--- config.mk ---
export PLATFORM = sky130hd
export DESIGN_NAME = boxcar_moving_average
export DESIGN_NICKNAME = d
export VERILOG_FILES = /design/src/bma_pkg.sv /design/src/bma_ram.sv /design/src/bma_div_cell.sv /design/src/boxcar_moving_average.sv
export SDC_FILE = /design/constraint.sdc
export NUM_CORES = 2
export LEC_CHECK = 0
export BUFFER_PORTS_ARGS = -buffer_cell sky130_fd_sc_hd__buf_2
export CORE_UTILIZATION = 63
export DETAILED_ROUTE_END_ITERATION = 8
export PLACE_DENSITY = 0.81
export SKIP_LAST_GASP = 1
export SLEW_MARGIN = 10
export SYNTH_ARGS = -nofsm -noshare
export SYNTH_HDL_FRONTEND = slang
export SYNTH_SLANG_ARGS = --single-unit
--- constraint.sdc ---
create_clock -name clk -period 30.4 [get_ports clk]
set_input_delay 1.52 -clock clk [delete_from_list [all_inputs] [get_ports clk]]
set_output_delay 1.52 -clock clk [all_outputs]
set_load 0.05 [all_outputs]
--- src/bma_pkg.sv ---
package bma_pkg;

	localparam int WINDOW_MAX_DEF  = 64;
	localparam int SAMPLE_BITS_DEF = 16;
	localparam int LENGTH_RESET    = 8;
	localparam int SUM_W_DEF       = SAMPLE_BITS_DEF + $clog2(WINDOW_MAX_DEF);
	localparam int LEN_W_DEF       = $clog2(WINDOW_MAX_DEF + 1);

	localparam logic FUNC_SAMPLE  = 1'b0;
	localparam logic FUNC_RESTART = 1'b1;

	typedef struct packed {
		logic valid;
		logic avg;
		logic neg;
	} bma_ctl_t;

endpackage

--- src/bma_ram.sv ---
module bma_ram #(
	parameter int WIDTH = 16,
	parameter int DEPTH = 64,
	localparam int AW = (DEPTH > 1) ? $clog2(DEPTH) : 1
) (
	input  logic             clk,
	input  logic             we,
	input  logic             re,
	input  logic [AW-1:0]    addr,
	input  logic [WIDTH-1:0] wdata,
	output logic [WIDTH-1:0] rdata
);

	logic [WIDTH-1:0] mem_q [DEPTH];
	logic [WIDTH-1:0] rdata_q;

	// Read-first: a read and a write at the same address return the old entry.
	always_ff @(posedge clk) begin
		if (re) begin
			rdata_q <= mem_q[addr];
		end
		if (we) begin
			mem_q[addr] <= wdata;
		end
	end

	assign rdata = rdata_q;

endmodule

--- src/bma_div_cell.sv ---
module bma_div_cell import bma_pkg::*; #(
	parameter int SUM_W = SUM_W_DEF,
	parameter int LEN_W = LEN_W_DEF
) (
	input  logic             clk,
	input  logic             arst_n,
	input  logic             adv,
	input  bma_ctl_t         ctl_in,
	input  logic [LEN_W-1:0] den_in,
	input  logic [LEN_W-1:0] rem_in,
	input  logic [SUM_W-1:0] num_in,
	output bma_ctl_t         ctl_q,
	output logic [LEN_W-1:0] den_q,
	output logic [LEN_W-1:0] rem_q,
	output logic [SUM_W-1:0] num_q
);

	logic [LEN_W:0]   trial;
	logic [LEN_W:0]   diff;
	logic             fits;
	logic [LEN_W-1:0] rem_n;
	logic [SUM_W-1:0] num_n;

	// With avg set, one restoring step: the next dividend bit enters the
	// remainder and one quotient bit shifts into the bottom of the word.
	always_comb begin
		trial = {rem_in, num_in[SUM_W-1]};
		diff  = trial - {1'b0, den_in};
		fits  = (trial >= {1'b0, den_in});
		if (ctl_in.avg) begin
			rem_n = fits ? diff[LEN_W-1:0] : trial[LEN_W-1:0];
			num_n = {num_in[SUM_W-2:0], fits};
		end else begin
			rem_n = rem_in;
			num_n = num_in;
		end
	end

	always_ff @(posedge clk or negedge arst_n) begin
		if (!arst_n) begin
			ctl_q <= '0;
		end else if (adv) begin
			ctl_q <= ctl_in;
		end
	end

	always_ff @(posedge clk) begin
		if (adv) begin
			den_q <= den_in;
			rem_q <= rem_n;
			num_q <= num_n;
		end
	end

endmodule

--- src/boxcar_moving_average.sv ---
// Boxcar moving average: takes one transfer per clock while the output is not
// stalled, and returns one result per sample, none per restart. A sample passes
// through until the window has filled; after that the result is the running
// window sum divided by the window length, truncated toward zero. An accepted
// transfer passes through the sum stage, the row of divider cells that produces
// one quotient bit each, and the output register. Back-pressure on the output
// freezes the whole pipeline.
// After reset the block is ready at once; the window store needs no clearing.
// Issue a restart after changing the window length.
module boxcar_moving_average import bma_pkg::*; #(
	parameter int WINDOW_MAX  = WINDOW_MAX_DEF,
	parameter int SAMPLE_BITS = SAMPLE_BITS_DEF,
	localparam int LEN_W  = $clog2(WINDOW_MAX + 1),
	localparam int DATA_W = ((SAMPLE_BITS + 7) / 8) * 8
) (
	input  logic              clk,
	input  logic              arst_n,
	input  logic              cfg_valid,
	output logic              cfg_ready,
	input  logic [LEN_W-1:0]  cfg_data,     // window_length
	input  logic              s_axis_tvalid,
	output logic              s_axis_tready,
	input  logic [DATA_W-1:0] s_axis_tdata, // sample
	input  logic              s_axis_tuser, // func
	output logic              m_axis_tvalid,
	input  logic              m_axis_tready,
	output logic [DATA_W-1:0] m_axis_tdata, // smoothed
	output logic              m_axis_tuser  // averaged
);

	localparam int POS_W   = (WINDOW_MAX > 1) ? $clog2(WINDOW_MAX) : 1;
	localparam int SUM_W   = SAMPLE_BITS + $clog2(WINDOW_MAX);
	localparam int LEN_RST = (LENGTH_RESET > WINDOW_MAX) ? WINDOW_MAX : LENGTH_RESET;
	localparam logic signed [SUM_W:0] SAT_HI =
		(SUM_W + 1)'((64'd1 << (SAMPLE_BITS - 1)) - 64'd1);
	localparam logic signed [SUM_W:0] SAT_LO = -SAT_HI - (SUM_W + 1)'(1);

	logic [LEN_W-1:0] cfg_len_q;
	logic [LEN_W-1:0] fill_q;
	logic [POS_W-1:0] pos_q;
	logic signed [SUM_W-1:0] sum_q;

	logic adv;
	logic acc;
	logic acc_smp;
	logic acc_rst;
	logic [LEN_W-1:0] len_c;
	logic [POS_W-1:0] pos_eff;
	logic [LEN_W-1:0] pos_inc;
	logic             full_c;
	logic [SAMPLE_BITS-1:0] smp_in;
	logic [SAMPLE_BITS-1:0] old_smp;

	logic                   v_s1;
	logic                   full_s1;
	logic [SAMPLE_BITS-1:0] smp_s1;
	logic [LEN_W-1:0]       len_s1;

	logic signed [SUM_W-1:0] old_ext;
	logic signed [SUM_W-1:0] sum_n;
	logic [SUM_W-1:0]        mag;

	bma_ctl_t         ctl_c [SUM_W+1];
	logic [LEN_W-1:0] den_c [SUM_W+1];
	logic [LEN_W-1:0] rem_c [SUM_W+1];
	logic [SUM_W-1:0] num_c [SUM_W+1];

	logic signed [SUM_W:0]  quo;
	logic [SAMPLE_BITS-1:0] res;

	logic                   out_v_q;
	logic [SAMPLE_BITS-1:0] out_data_q;
	logic                   out_avg_q;

	assign adv           = !out_v_q || m_axis_tready;
	assign s_axis_tready = adv;
	assign cfg_ready     = 1'b1;
	assign acc           = s_axis_tvalid && adv;
	assign acc_smp       = acc && (s_axis_tuser == FUNC_SAMPLE);
	assign acc_rst       = acc && (s_axis_tuser == FUNC_RESTART);
	assign smp_in        = s_axis_tdata[SAMPLE_BITS-1:0];

	always_comb begin
		if (cfg_len_q == '0) begin
			len_c = LEN_W'(1);
		end else if (cfg_len_q > LEN_W'(WINDOW_MAX)) begin
			len_c = LEN_W'(WINDOW_MAX);
		end else begin
			len_c = cfg_len_q;
		end
		pos_eff = (LEN_W'(pos_q) >= len_c) ? '0 : pos_q;
		pos_inc = LEN_W'(pos_eff) + LEN_W'(1);
		full_c  = (fill_q >= len_c);
	end

	always_ff @(posedge clk or negedge arst_n) begin
		if (!arst_n) begin
			cfg_len_q <= LEN_W'(LEN_RST);
		end else if (cfg_valid && cfg_ready) begin
			cfg_len_q <= cfg_data;
		end
	end

	always_ff @(posedge clk or negedge arst_n) begin
		if (!arst_n) begin
			fill_q <= '0;
			pos_q  <= '0;
		end else if (acc_rst) begin
			fill_q <= '0;
			pos_q  <= '0;
		end else if (acc_smp) begin
			if (!full_c) begin
				fill_q <= fill_q + LEN_W'(1);
			end
			pos_q <= (pos_inc >= len_c) ? '0 : pos_inc[POS_W-1:0];
		end
	end

	bma_ram #(
		.WIDTH(SAMPLE_BITS),
		.DEPTH(WINDOW_MAX)
	) u_window (
		.clk  (clk),
		.we   (acc_smp),
		.re   (acc_smp),
		.addr (pos_eff),
		.wdata(smp_in),
		.rdata(old_smp)
	);

	always_ff @(posedge clk or negedge arst_n) begin
		if (!arst_n) begin
			v_s1 <= 1'b0;
		end else if (adv) begin
			v_s1 <= acc_smp;
		end
	end

	always_ff @(posedge clk) begin
		if (adv && acc_smp) begin
			full_s1 <= full_c;
			smp_s1  <= smp_in;
			len_s1  <= len_c;
		end
	end

	always_comb begin
		old_ext = full_s1 ? SUM_W'($signed(old_smp)) : '0;
		sum_n   = sum_q + SUM_W'($signed(smp_s1)) - old_ext;
		mag     = sum_n[SUM_W-1] ? -sum_n : sum_n;
	end

	// A restart taken in the same cycle comes after the item in the sum stage.
	always_ff @(posedge clk or negedge arst_n) begin
		if (!arst_n) begin
			sum_q <= '0;
		end else if (acc_rst) begin
			sum_q <= '0;
		end else if (adv && v_s1) begin
			sum_q <= sum_n;
		end
	end

	assign ctl_c[0] = '{valid: v_s1, avg: full_s1, neg: sum_n[SUM_W-1]};
	assign den_c[0] = len_s1;
	assign rem_c[0] = '0;
	assign num_c[0] = full_s1 ? mag : SUM_W'($signed(smp_s1));

	for (genvar i = 0; i < SUM_W; i++) begin : g_cell
		bma_div_cell #(
			.SUM_W(SUM_W),
			.LEN_W(LEN_W)
		) u_cell (
			.clk   (clk),
			.arst_n(arst_n),
			.adv   (adv),
			.ctl_in(ctl_c[i]),
			.den_in(den_c[i]),
			.rem_in(rem_c[i]),
			.num_in(num_c[i]),
			.ctl_q (ctl_c[i+1]),
			.den_q (den_c[i+1]),
			.rem_q (rem_c[i+1]),
			.num_q (num_c[i+1])
		);
	end

	always_comb begin
		quo = ctl_c[SUM_W].neg ? -$signed({1'b0, num_c[SUM_W]}) : $signed({1'b0, num_c[SUM_W]});
		if (!ctl_c[SUM_W].avg) begin
			res = num_c[SUM_W][SAMPLE_BITS-1:0];
		end else if (quo > SAT_HI) begin
			res = SAT_HI[SAMPLE_BITS-1:0];
		end else if (quo < SAT_LO) begin
			res = SAT_LO[SAMPLE_BITS-1:0];
		end else begin
			res = quo[SAMPLE_BITS-1:0];
		end
	end

	always_ff @(posedge clk or negedge arst_n) begin
		if (!arst_n) begin
			out_v_q <= 1'b0;
		end else if (adv) begin
			out_v_q <= ctl_c[SUM_W].valid;
		end
	end

	always_ff @(posedge clk) begin
		if (adv) begin
			out_data_q <= res;
			out_avg_q  <= ctl_c[SUM_W].avg;
		end
	end

	assign m_axis_tvalid = out_v_q;
	assign m_axis_tdata  = DATA_W'(out_data_q);
	assign m_axis_tuser  = out_avg_q;

	a_smp_enters_sum_stage: assert property (@(posedge clk) disable iff (!arst_n)
		acc_smp |=> v_s1)
		else $error("accepted sample did not reach the sum stage");

	a_restart_clears: assert property (@(posedge clk) disable iff (!arst_n)
		acc_rst |=> (fill_q == '0) && (pos_q == '0) && (sum_q == '0))
		else $error("restart left window state behind");

	a_stall_holds_stage: assert property (@(posedge clk) disable iff (!arst_n)
		(v_s1 && !adv) |=> v_s1 && $stable(smp_s1) && $stable(sum_q))
		else $error("sum stage changed during a stall");

	a_fill_bounded: assert property (@(posedge clk) disable iff (!arst_n)
		acc_smp && full_c |=> $stable(fill_q))
		else $error("fill count moved after the window was full");

endmodule

Word level (Yosys, flattened, before mapping):

Memory sizes are Yosys's and may differ from the RTL's. A register that Yosys moved wholly into a read port is not among the register bits.
Index checks and enable logic that the tools add are counted.

* bits in registers: 929
* memory bits (writable): 1024
* bits of input ports: 29
* output and inout port bits: 20
* logic and storage cells: 295
* memories kept: 1

Memory list
* u_window.mem_q: depth 64, width 16, rd ports 1, clocked after Yosys merged registers in 1, wr ports 1, RTL line bma_ram.sv:14 `logic [WIDTH-1:0] mem_q [DEPTH];`

* add/sub/neg operators: 27
* $lt $le $gt $ge: 28
* eq/ne operators: 1
* multiplexer cells: 83
* bitwise gates (word level): 1
* reduce and logical (&&, ||, !) cells: 12

Operators by type and width (count)
* 22-bit 2-to-1 mux: 27
* 7-bit 2-to-1 mux: 45
* 8-bit by 7-bit greater-or-equal comparator with 1-bit output: 21
* 7-bit subtractor: 20
* 16-bit 2-to-1 mux: 3
* 6-bit 2-to-1 mux: 4
* 23-bit by 16-bit > comparator with 1-bit output, second input constant: 1
* 23-bit by 16-bit < comparator with 1-bit output, second input constant: 1
* 23-bit 2-to-1 mux: 1
* 22-bit negation with 23-bit output: 1
* 22-bit by 16-bit adder with 22-bit output: 1
* 22-bit negation: 1
* 22-bit subtractor: 1
* 7-bit greater-or-equal comparator: 2
* 6-bit by 1-bit adder with 7-bit output, second input constant: 1
* 7-bit by 1-bit adder with 7-bit output, second input constant: 1
* 1-bit by 7-bit greater-or-equal comparator with 1-bit output: 1
* 6-bit by 7-bit greater-or-equal comparator with 1-bit output: 1
* 7-bit > comparator, second input constant: 1
* 7-bit logical NOT: 1
* 1-bit by 7-bit subtractor with 7-bit output: 1
* 1-bit logical AND: 5
* 2-bit AND reduction: 2
* 2-bit nonzero test: 2
* other kinds (5): 7

Longest topological paths before layout:

* depth in word-level cells: 10
* depth in mapped cells: 23
* gate-level depth less buffers: 20

Modules after synthesis:

A second synthesis with hierarchy kept.

* cells, all modules: 6290
* area, all modules: 89791.1 um^2

Modules (own cells, without submodules)
* bma_ram: times used 1, cells each 2264, area an instance 39640.5 um^2, seq. area each 31230.0 um^2
* bma_div_cell at g_cell[11].u_cell ...: times used 18, cells each 145, area an instance 1949.4 um^2, seq. area each 1156.1 um^2
* bma_div_cell at g_cell[0].u_cell ...: times used 4, cells each 146, area an instance 1951.9 um^2, seq. area each 1156.1 um^2
* boxcar_moving_average: times used 1, cells each 832, area an instance 7254.5 um^2, seq. area each 2333.5 um^2

Least setup slack after synthesis:

OpenSTA, ideal clock, no wires.

* path type: input -> output
* start point: input m_axis_tready
* end point: output s_axis_tready
* arrival: 23.777 ns
* required time: 28.880 ns
* slack: 5.103 ns
* cell stages on the path: 4
* buffers on the path: 2
* cells stage by stage: nor2b_1 -> clkbuf_1 -> clkinv_1 -> clkbuf_1

* cells in the longest elaborated chain, start to end: 1

Ends and longest elaborated chain
* start, declared: RTL line boxcar_moving_average.sv:26 `input logic m_axis_tready,`
* 1-bit logical OR: RTL line boxcar_moving_average.sv:75 `assign adv = !out_v_q || m_axis_tready;`
* end, declared: RTL line boxcar_moving_average.sv:22 `output logic s_axis_tready,`

No other way between the ends.

Worst setup path in the final report:

* start point: register full_s1
* end point: register g_cell[0].u_cell.rem_q[0], data pin

* cells in the longest elaborated chain, start to end: 7
* elaborated cells between the ends (all ways): 8
* those cells by class: add/sub (3); order compare (1); mux (4)

Ends and longest elaborated chain
* start, declared: RTL line boxcar_moving_average.sv:55 `logic full_s1;`
* start signal, assigned: RTL line boxcar_moving_average.sv:141 `full_s1 <= full_c;`
* 22-bit 2-to-1 mux: RTL line boxcar_moving_average.sv:148 `old_ext = full_s1 ? SUM_W'($signed(old_smp)) : '0;`
* 22-bit subtractor: RTL line boxcar_moving_average.sv:149 `sum_n = sum_q + SUM_W'($signed(smp_s1)) - old_ext;`
* 22-bit negation: RTL line boxcar_moving_average.sv:150 `mag = sum_n[SUM_W-1] ? -sum_n : sum_n;`
* 22-bit 2-to-1 mux: RTL line boxcar_moving_average.sv:150
* 22-bit 2-to-1 mux: RTL line boxcar_moving_average.sv:167 `assign num_c[0] = full_s1 ? mag : SUM_W'($signed(smp_s1));`
* 1-bit by 7-bit subtractor with 7-bit output or 1-bit by 7-bit greater-or-equal comparator with 1-bit output (tied branches): RTL line bma_div_cell.sv:28, bma_div_cell.sv:29
* 1-bit 2-to-1 mux: RTL line bma_div_cell.sv:31 `rem_n = fits ? diff[LEN_W-1:0] : trial[LEN_W-1:0];`
* end signal, assigned: RTL line bma_div_cell.sv:50 `rem_q <= rem_n;`
* end, declared: RTL line bma_div_cell.sv:14 `output logic [LEN_W-1:0] rem_q,`

Parallel ways exist; a longest one is shown, timed or not.
A chain may end at the register's enable or synchronous reset.

==> metrics.md <==
| Metric | Value |
|---|---|
| GRT Total Usage | `28.18%` |
| Final period util | `21.36%` |
| Max-slew violations | `0` |
| Final Non-Filler Cells | `a little under 8,000` |
| I/O Buffers | `47` |
| Detail Route Antenna Nets | `0` |
| Worst-Skew Late Latency | `around 830 ps` |
| Vias per cell | `~6.5` |
| RSZ-0062 raised after global routing | `no` |
| Maxcap violations | `0` |
| Synth Area in Compound Gates | `under 10%` |
| Die width | `roughly 370 µm` |
| IO Pins | `around 50` |
| Crit path time final | `between 6000 and 7000 ps` |
| Final Core Density | `70.14%` |
| Critical R2R Capture | `g_cell[0].u_cell.rem_q[0]` |
| Syn-to-layout area delta | `10.52%` |
| Tightest Pin Transition | `1414 ps` |
| Ranking of synthesized cells by area | `edfxtp_1, mux2_2, dfrtp_1` |
| Final setup fails | `0` |
| Hold crit path type | `reg2reg` |
| DRT Wirelength | `~190,000 µm` |
| Worst Skew | `about 53 ps` |
| Vert. Die Dim | `between 300 and 400 µm` |
| Lkg Pwr | `between 30 and 40 nW` |
| Most common cell after layout, fill and taps aside | `edfxtp_1` |
| Post-synth top area cell | `edfxtp_1` |
| Die area | `roughly 140,000 µm²` |
| Main combinational cell family by area after synthesis | `compound AO/OA/AOI/OAI gates` |
| Crit-path max cell delay | `800 ps` |
| Worst-path clk slew | `approximately 60 ps` |
| TNS Setup | `0 ps` |
| Register bit count reported by yosys | `around 2,000` |
| Post_cts resized | `0` |
| VDD IR-drop max | `between 60 and 70 µV` |
| DR WL/cell | `~25 µm` |
| Simple-gate share of the synthesized area | `5.746%` |
| Share of cells above drive strength 1 | `approximately 18%` |
| Post-synthesis xor/xnor area fraction | `1.398%` |
| Routability cong. | `between 0.9 and 1` |
| Core Box Area | `~130,000 µm²` |
| Worst R2R Path Depth | `20` |
| Worst hold stages | `0` |
| Clock Sinks | `1,969` |
| Cell count after synthesis | `5,645` |
| Drt initial violations | `7,437` |
| Crit path cell chain | `buf_4 -> and2_1 -> fa_1 -> inv_1 -> ha_1 -> or3_4 -> or2_0 -> a211o_1 -> a211oi_1 -> inv_2 -> nor4b_1 -> nand4_1 -> nor4_1 -> a21oi_1 -> ha_1 -> inv_1 -> a2111oi_0 -> nor3_1 -> nor4b_1 -> o21a_1` |
| Sequential area share after synthesis | `~70%` |
| Final nets | `around 6,000` |
| Setup Buffers After CTS | `0` |
| Average cell area after synthesis | `between 10 and 15 µm²` |
| Post-synthesis adder-cell area fraction | `approximately 3.9%` |
| CTS root buf | `clkbuf_16` |
| Largest net degree at the start of global routing | `186` |
| Slew Limit Headroom | `roughly 5.5%` |
| Nature of the critical path endpoint | `flop` |
| DRC | `10` |
| Detailed Routing Iterations Pass 1 | `9` |
| Clock tree buffer depth | `3` |
| CTS tree | `built` |
| Max H-tree Level | `4` |
| Failing checks | `DRC` |
| Crit path kind | `reg2reg` |
| Total CTS buffers | `around 190` |
| Vias in the first global route | `just over 50,000` |
| Row count | `134` |
| Worst path required time | `30,940 ps` |
| Worst R2R Setup Slack | `23,910 ps` |
| Placed Cells | `about 7,300` |
| Area after DPL | `roughly 87,000 µm²` |
| Top cell type's share of synthesized area | `roughly two thirds` |
| Initial antenna violation count | `18` |
| Ys flop type | `edfxtp_1` |
| Design Area, Final | `93,490 µm²` |
| Worst Hold End | `g_cell[14].u_cell.den_q[3]` |
| Status | `complete, but fails checks` |
| Initial Util | `a little under two thirds` |
| Netlist cell types | `93` |
| Hold wc startpoint | `g_cell[13].u_cell.den_q[3]` |
| Final Hold Vio Count | `0` |
| Netlist area before placement | `84,590 µm²` |
| Post-Syn Nets | `roughly 5,900` |
| Asr flop ratio synth | `5.587%` |
| Crit-path slowest cell | `a2111oi_0` |
| Number of synthesized flops with an enable pin | `roughly 1,900` |
| Post-route setup slack | `~24,000 ps` |
| Post-synthesis mux area share | `just over 8%` |
| First-pass GRT wire length | `between 200,000 and 300,000 µm` |
| Crit start category | `flop` |
| Worst Path Max Fanout | `57` |
| Fmax | `~0.15 GHz` |
| Post-DP HPWL | `~110,000 µm` |
| Pwr/cell area | `about 110 nW/µm²` |
| Total congestion overflow | `0` |
| R2r startpoint | `full_s1` |
| Yosys warnings | `0` |
| Vias | `between 50,000 and 60,000` |
| Most frequent cells in the layout | `edfxtp_1, mux2_2, nand2_1, inv_1, nor2_1` |
| Worst EP arrival | `slightly above 7000 ps` |
| # hold bufs at CTS | `0` |
| Dpl ws | `approximately 24,000 ps` |
-- cell type report --
| class | count | area, µm² |
|---|---|---|
| diodes | 6 | 15.01 |
| clock buffers | 252 | 5160 |
| clock inverters | 100 | 1061 |
| fillers | 8156 | 39800 |
| inverters | 305 | 1152 |
| multi-input cells | 3100 | 23950 |
| flip-flops and latches | 1969 | 58580 |
| well taps | 1768 | 2212 |
| repair buffers | 195 | 1365 |
-- registers in the layout (all words and copies together) (netlist names) --
| register | cells |
|---|---|
| fill_q | 7 |
| sum_q | 22 |
| g_cell.u_cell.den_q | 147 |
| u_window.mem_q | 1024 |
| full_s1 | 1 |
| g_cell.u_cell.rem_q | 147 |
| smp_s1 | 16 |
| g_cell.u_cell.ctl_q | 66 |
| pos_q | 6 |
| v_s1 | 1 |
| m_axis_tuser | 1 |
| cfg_len_q | 7 |
| m_axis_tdata | 16 |
| u_window.rdata | 16 |
| len_s1 | 7 |
| m_axis_tvalid | 1 |
| g_cell.u_cell.num_q | 484 |
-- worst max path at each step --
stage / start / endpoint / slack (ps) / cells past startpoint
floorplan: m_axis_tready / s_axis_tready / 5100 / 4
global placement: full_s1 / g_cell[0].u_cell.rem_q[0] / 24370 / 20
detailed placement: full_s1 / g_cell[0].u_cell.rem_q[0] / 24110 / 20
CTS: full_s1 / g_cell[0].u_cell.rem_q[0] / 23980 / 20
global route: full_s1 / g_cell[0].u_cell.rem_q[0] / 23350 / 20
finish: full_s1 / g_cell[0].u_cell.rem_q[0] / 23910 / 20
-- worst max-delay path, delay by kind of cell, from the launching register on --
family          cells  cell delay, ps
simple gates        8            2300
buf+inv             4             660
flops               1             320
fa+ha+maj           3            1030
compound gates      5            1850
-- metrics by stage --
step,total power [mW],hold WS [ps]
finish,10.10,438.0
global route,10.63,451.3
CTS,10.10,426.4
detailed placement,7.737,432.3
global placement,7.585,431.0
floorplan,7.002,416.9
-- synthesized netlist by cell type (all sizes together), types with 23 or more instances --
library cell  instances
ha                  195
a211oi               23
nand2               401
nand2b               58
xor2                 57
a21oi               211
nor3                 30
a31oi                99
a222oi              175
nor2                273
a22oi               134
mux2i               114
fa                   41
a22o                 30
dfrtp               109
a21o                 65
and2                 29
xnor2                78
buf                  58
nand4                29
mux2                516
clkbuf              213
o21ai               166
edfxtp             1859
inv                 303
nor2b                68
and3                 25
nand3                43
-- kinds of logic after synthesis --
| kind of cell | after synthesis |
|---|---|
| flops | 1969 |
| compound gates | 1052 |
| simple gates | 1043 |
| mux | 633 |
| buf+inv | 576 |
| fa+ha+maj | 236 |
| xor+xnor | 135 |
| other cells | 1 |
-- power by group --
group,leakage [nW],internal [mW],total (mW),switching (mW)
clock network,3.01,1.33,2.34,1.01
registers,19.2,3.90,4.31,0.414
logic,11.7,1.50,3.45,1.95
total,33.9,6.73,10.1,3.37
-- routing by layer --
| layer | share of wire [%] | track usage, % | wire length, µm |
|---|---|---|---|
| met5 | 0.064 | 0 | 123 |
| met4 | 4.4 | 11.67 | 8352 |
| met3 | 11 | 7.255 | 21770 |
| met2 | 49 | 47.26 | 93850 |
| met1 | 35 | 34.90 | 67590 |
Power figures use the tool's default switching activity.
